==> config.mk <==
export PLATFORM = sky130hd
export DESIGN_NAME = bke_mix
export DESIGN_NICKNAME = d
export VERILOG_FILES = /design/src/hdl/bke_pkg.sv /design/src/hdl/bke_mix.sv
export SDC_FILE = /design/constraint.sdc
export NUM_CORES = 2
export LEC_CHECK = 0
export ABC_CLOCK_PERIOD_IN_PS = 9200
export BUFFER_PORTS_ARGS = -buffer_cell sky130_fd_sc_hd__clkbuf_2
export CORE_MARGIN = 2
export CORE_UTILIZATION = 30
export CTS_BUF_LIST = sky130_fd_sc_hd__clkbuf_16
export DETAILED_ROUTE_END_ITERATION = 10
export PLACE_DENSITY = 0.51
export SLEW_MARGIN = 20
export SYNTH_ARGS = -nofsm -noshare
export SYNTH_HDL_FRONTEND = slang
export SYNTH_SLANG_ARGS = --single-unit
==> constraint.sdc <==
create_clock -name clk -period 9.2 [get_ports clk]
set_input_delay 0.46 -clock clk [delete_from_list [all_inputs] [get_ports clk]]
set_output_delay 0.46 -clock clk [all_outputs]
set_load 0.1 [all_outputs]
==> src/hdl/bke_pkg.sv <==
// ----------------------------------------------------------------------------
// Bezier keyframe expander package
// Shared types, fixed-point constants and the sequencer state encoding.
// ----------------------------------------------------------------------------
package bke_pkg;

  localparam int FRAC      = 16;
  localparam int TIME_FRAC = 8;
  localparam int Y_OFFSET  = 4;
  localparam int HANDLE_DIV = 127;
  localparam int MAXS      = 64;

  // register indexes
  localparam logic [0:0] REG_SAMPLE_COUNT  = 1'b0;
  localparam logic [0:0] REG_CURVE_CHANNEL = 1'b1;

  // sequencer states
  typedef enum logic [3:0] {
    ST_IDLE,
    ST_HANDLE,
    ST_TDIV,
    ST_MIX,
    ST_TIME,
    ST_VALUE,
    ST_OUT
  } bke_state_t;

  // commands from the sequencer to the shared multiply-add unit
  typedef struct packed {
    logic        start;
    logic [17:0] a;
    logic [17:0] b;
    logic [16:0] t;
  } bke_mix_cmd_t;

endpackage

==> src/hdl/bke_mix.sv <==
// ----------------------------------------------------------------------------
// Shared blend unit
// One registered lerp: (a*(1-t) + b*t + half) >> FRAC on unsigned values.
// ----------------------------------------------------------------------------
module bke_mix (
  input  logic                 clk,
  input  bke_pkg::bke_mix_cmd_t cmd,
  output logic [17:0]          res
);

  logic [36:0] acc;

  // two products, one sum; result registered
  always_comb begin
    acc = 37'(cmd.a) * 37'(18'h10000 - 18'(cmd.t)) + 37'(cmd.b) * 37'(cmd.t)
        + 37'(1 << (bke_pkg::FRAC - 1));
  end

  always_ff @(posedge clk) begin
    if (cmd.start) begin
      res <= acc[bke_pkg::FRAC +: 18];
    end
  end

endmodule

==> flow_summary.yaml <==
run_status:
  outcome: "completed"
yosys:
  synth.ff_latch_count: 18
  asyncSetResetFlopFracSynth_pct: 0
  synth.net_count: 3149
  post_syn_area_mm2: 0.0215
  synthesis.area_per_instance_um2: 9.24
  synth-seq-area-share_pct: 2.51
  netlist-cell-type-count: 48
  yosysWarnings: 0
  synth_edf_count: 18
  top_ff_cell_synth: "sky130_fd_sc_hd__edfxtp_1"
  post_synth_inst_count: 2329
floorplan:
  chipWidth_um: 272
  dieHeight_um: 272
  initial_core_util_pct: 30.2
  core_area_mm2: 0.0712
  boundaryPins: 73
  floorplan.rows: 98
  die_area_mm2: 0.0739
timing:
  worst_slew_pin_slew_ns: 0.879
  grt_setup_unrepaired: "false"
  timing_hold_violations_final: 0
  timing.final.crit_period_ns: 8.74
  hold_slack_ns: 0.861
  fin_crit_sh_pct: 95.0
  report.final.slew_viol_count: 0
  timing.final.setup_violations: 0
  slew_headroom_pct: 41.0
  max_freq_mhz: 114
  totalNegativeSetupSlack_ns: 0
detailed_routing:
  drtAntennaViolNets: 0
  met2RoutedLength_um: 27700
  first_pass_iters: 5
  via_per_inst: 4.46
  top_layer: "met4"
  routed_wirelength_um: 56800
  remaining_drc_errors: 0
  routed-wl-met3_um: 1860
  wl_per_cell_um: 17.2
  detail_route.iter0.violations: 801
  wl_met1_um: 26200
  vias: 14800
finish:
  finish.utilization_pct: 32.5
  layout_net_count: 3178
  largest_register: "res"
  number_of_flip_flops_in_the_largest_register: 18
  post-route-cell-area_mm2: 0.0232
  layout-area-overhead-vs-synth_pct: 7.66
  largest_registers: "res (18)"
  drive_above_1_share_pct: 5.47
clock_tree:
  h_tree_levels: 1
  cts_stage_hold_buffer_count: 0
  cts_tree: "built"
  cts_made_buffers: 3
  cts.sinks: 18
  cts.reportedPaths.clkPinSlew_ns: 0.07
  ctsLongestPathBuffers: 2
  cts-root-buf: "sky130_fd_sc_hd__clkbuf_16"
setup_path:
  dominant_cell_type_by_count_on_the_critical_path: "sky130_fd_sc_hd__fa_1"
  timing.critical_path.slowest_stage_cell: "sky130_fd_sc_hd__or4_1"
  worstPathMaxFanout: 12
  crit_path_max_incr_delay_ns: 0.66
  critical_path.startpoint: "cmd[2]"
  worst_ep_arrival_time_ns: 8.76
  timing_worst_setup_path_type: "in -> reg"
  worstPathRequired_ns: 9.23
  crit_path_start_kind: "primary input"
  worst_setup_path_end_kind: "register"
placement:
  numPortBuffers: 72
  gp_congestion: 0.874
  placedInstanceArea_mm2: 0.0231
  dp.final_hpwl_um: 49700
min_path:
  min_delay_path_depth: 1
  worstHoldStart: "cmd[53]"
  whs_endpoint: "res[6]$_DFFE_PP_"
  holdCritPathClass: "in -> reg"
global_routing:
  first_pass_grt_wire_length_um: 95300
  grt.overflow.total: 0
  grt_start_max_net_pins: 26
  antenna_found_initial: 0
  overall_global_routing_resource_usage_pct: 16.4
  first_global_vias: 16900
run:
  maxCapViolations: 0
-- metrics by stage --
step	cells	setup slack [ns]
global route	3307	0.0580
CTS	3307	0.303
floorplan	2329	0.706
finish	3308	0.464
global placement	3303	0.141
detailed placement	3303	0.0648
-- layout make-up --
class	count	area, µm²
tap	950	1190
clock inverter	1	3.75
fill	7362	48100
multi-input combinational	1578	18300
antenna	1	2.50
clock buffer	3	75.1
timing repair buffer	113	693
sequential	18	541
inverter	644	2420
-- Yosys cell counts (8+ instances only) --
cell type / instances / area [µm²]
sky130_fd_sc_hd__nor2_1: 30 / 113
sky130_fd_sc_hd__o21ai_0: 14 / 70.1
sky130_fd_sc_hd__clkbuf_1: 82 / 308
sky130_fd_sc_hd__ha_1: 210 / 2630
sky130_fd_sc_hd__a21oi_1: 15 / 75.1
sky130_fd_sc_hd__and2_1: 359 / 2250
sky130_fd_sc_hd__xnor2_1: 31 / 272
sky130_fd_sc_hd__xor2_1: 11 / 96.3
sky130_fd_sc_hd__inv_1: 644 / 2420
sky130_fd_sc_hd__edfxtp_1: 18 / 541
sky130_fd_sc_hd__fa_1: 555 / 11100
sky130_fd_sc_hd__a21o_1: 9 / 67.6
sky130_fd_sc_hd__nand2_1: 274 / 1030
sky130_fd_sc_hd__nor3_1: 8 / 40.0
-- layout by cell type (no fill, tap or decap), types with 5 or more instances in the layout --
cell type	instances
sky130_fd_sc_hd__o21ai_0	14
sky130_fd_sc_hd__and2_1	359
sky130_fd_sc_hd__xor2_1	11
sky130_fd_sc_hd__fa_1	555
sky130_fd_sc_hd__inv_1	644
sky130_fd_sc_hd__nand2b_1	5
sky130_fd_sc_hd__ha_1	210
sky130_fd_sc_hd__nand2_1	274
sky130_fd_sc_hd__a21oi_1	14
sky130_fd_sc_hd__clkbuf_2	72
sky130_fd_sc_hd__xnor2_1	31
sky130_fd_sc_hd__a211oi_1	5
sky130_fd_sc_hd__nor2_1	30
sky130_fd_sc_hd__edfxtp_1	18
sky130_fd_sc_hd__nor3_1	8
sky130_fd_sc_hd__buf_4	39
sky130_fd_sc_hd__or4_1	5
sky130_fd_sc_hd__a21o_1	9
-- critical path, delay by kind of cell --
| family | cells | cell delay (ns) |
|---|---|---|
| AND/OR/NAND/NOR | 7 | 2.07 |
| AO/OA/AOI/OAI | 3 | 0.75 |
| XOR/XNOR | 1 | 0.34 |
| buffers and inverters | 7 | 0.78 |
| adder cells (fa/ha/maj) | 9 | 4.36 |
-- per-layer routing --
layer  GRT usage (%)  vias up
li1                -     6691
met3            1.22       45
met4            3.30        0
met5               0        -
met2            27.9      282
met1            22.9     7747
-- kinds of logic (layout without fill, tap and decap cells) --
group / count (synthesis) / count (layout) / share of synthesized area (%)
buf+inv: 733 / 761 / 12.8
other cells: 0 / 1 / 0
mux: 1 / 1 / 0.0465
xor+xnor: 43 / 43 / 1.78
fa+ha+maj: 765 / 765 / 63.8
simple gates: 704 / 704 / 17.0
flops: 18 / 18 / 2.51
compound gates: 65 / 65 / 2.11
-- worst max path at each step --
stage	end	cells after the start
after floorplan	res[8]$_DFFE_PP_	28
after global placement	res[13]$_DFFE_PP_	28
after detailed placement	res[14]$_DFFE_PP_	25
after CTS	res[13]$_DFFE_PP_	28
after global routing	res[8]$_DFFE_PP_	28
final	res[8]$_DFFE_PP_	27
-- repair_timing --
action / CTS / global route
resized for setup: 0 / 4
endpoints found under the hold margin: 0 / 0
endpoints found under the setup margin: 0 / 3
setup buffers: 0 / 0
Power is left out: the tool's default activity adds up to more than one toggle a clock period on the data nets, which glitch-free logic cannot reach.
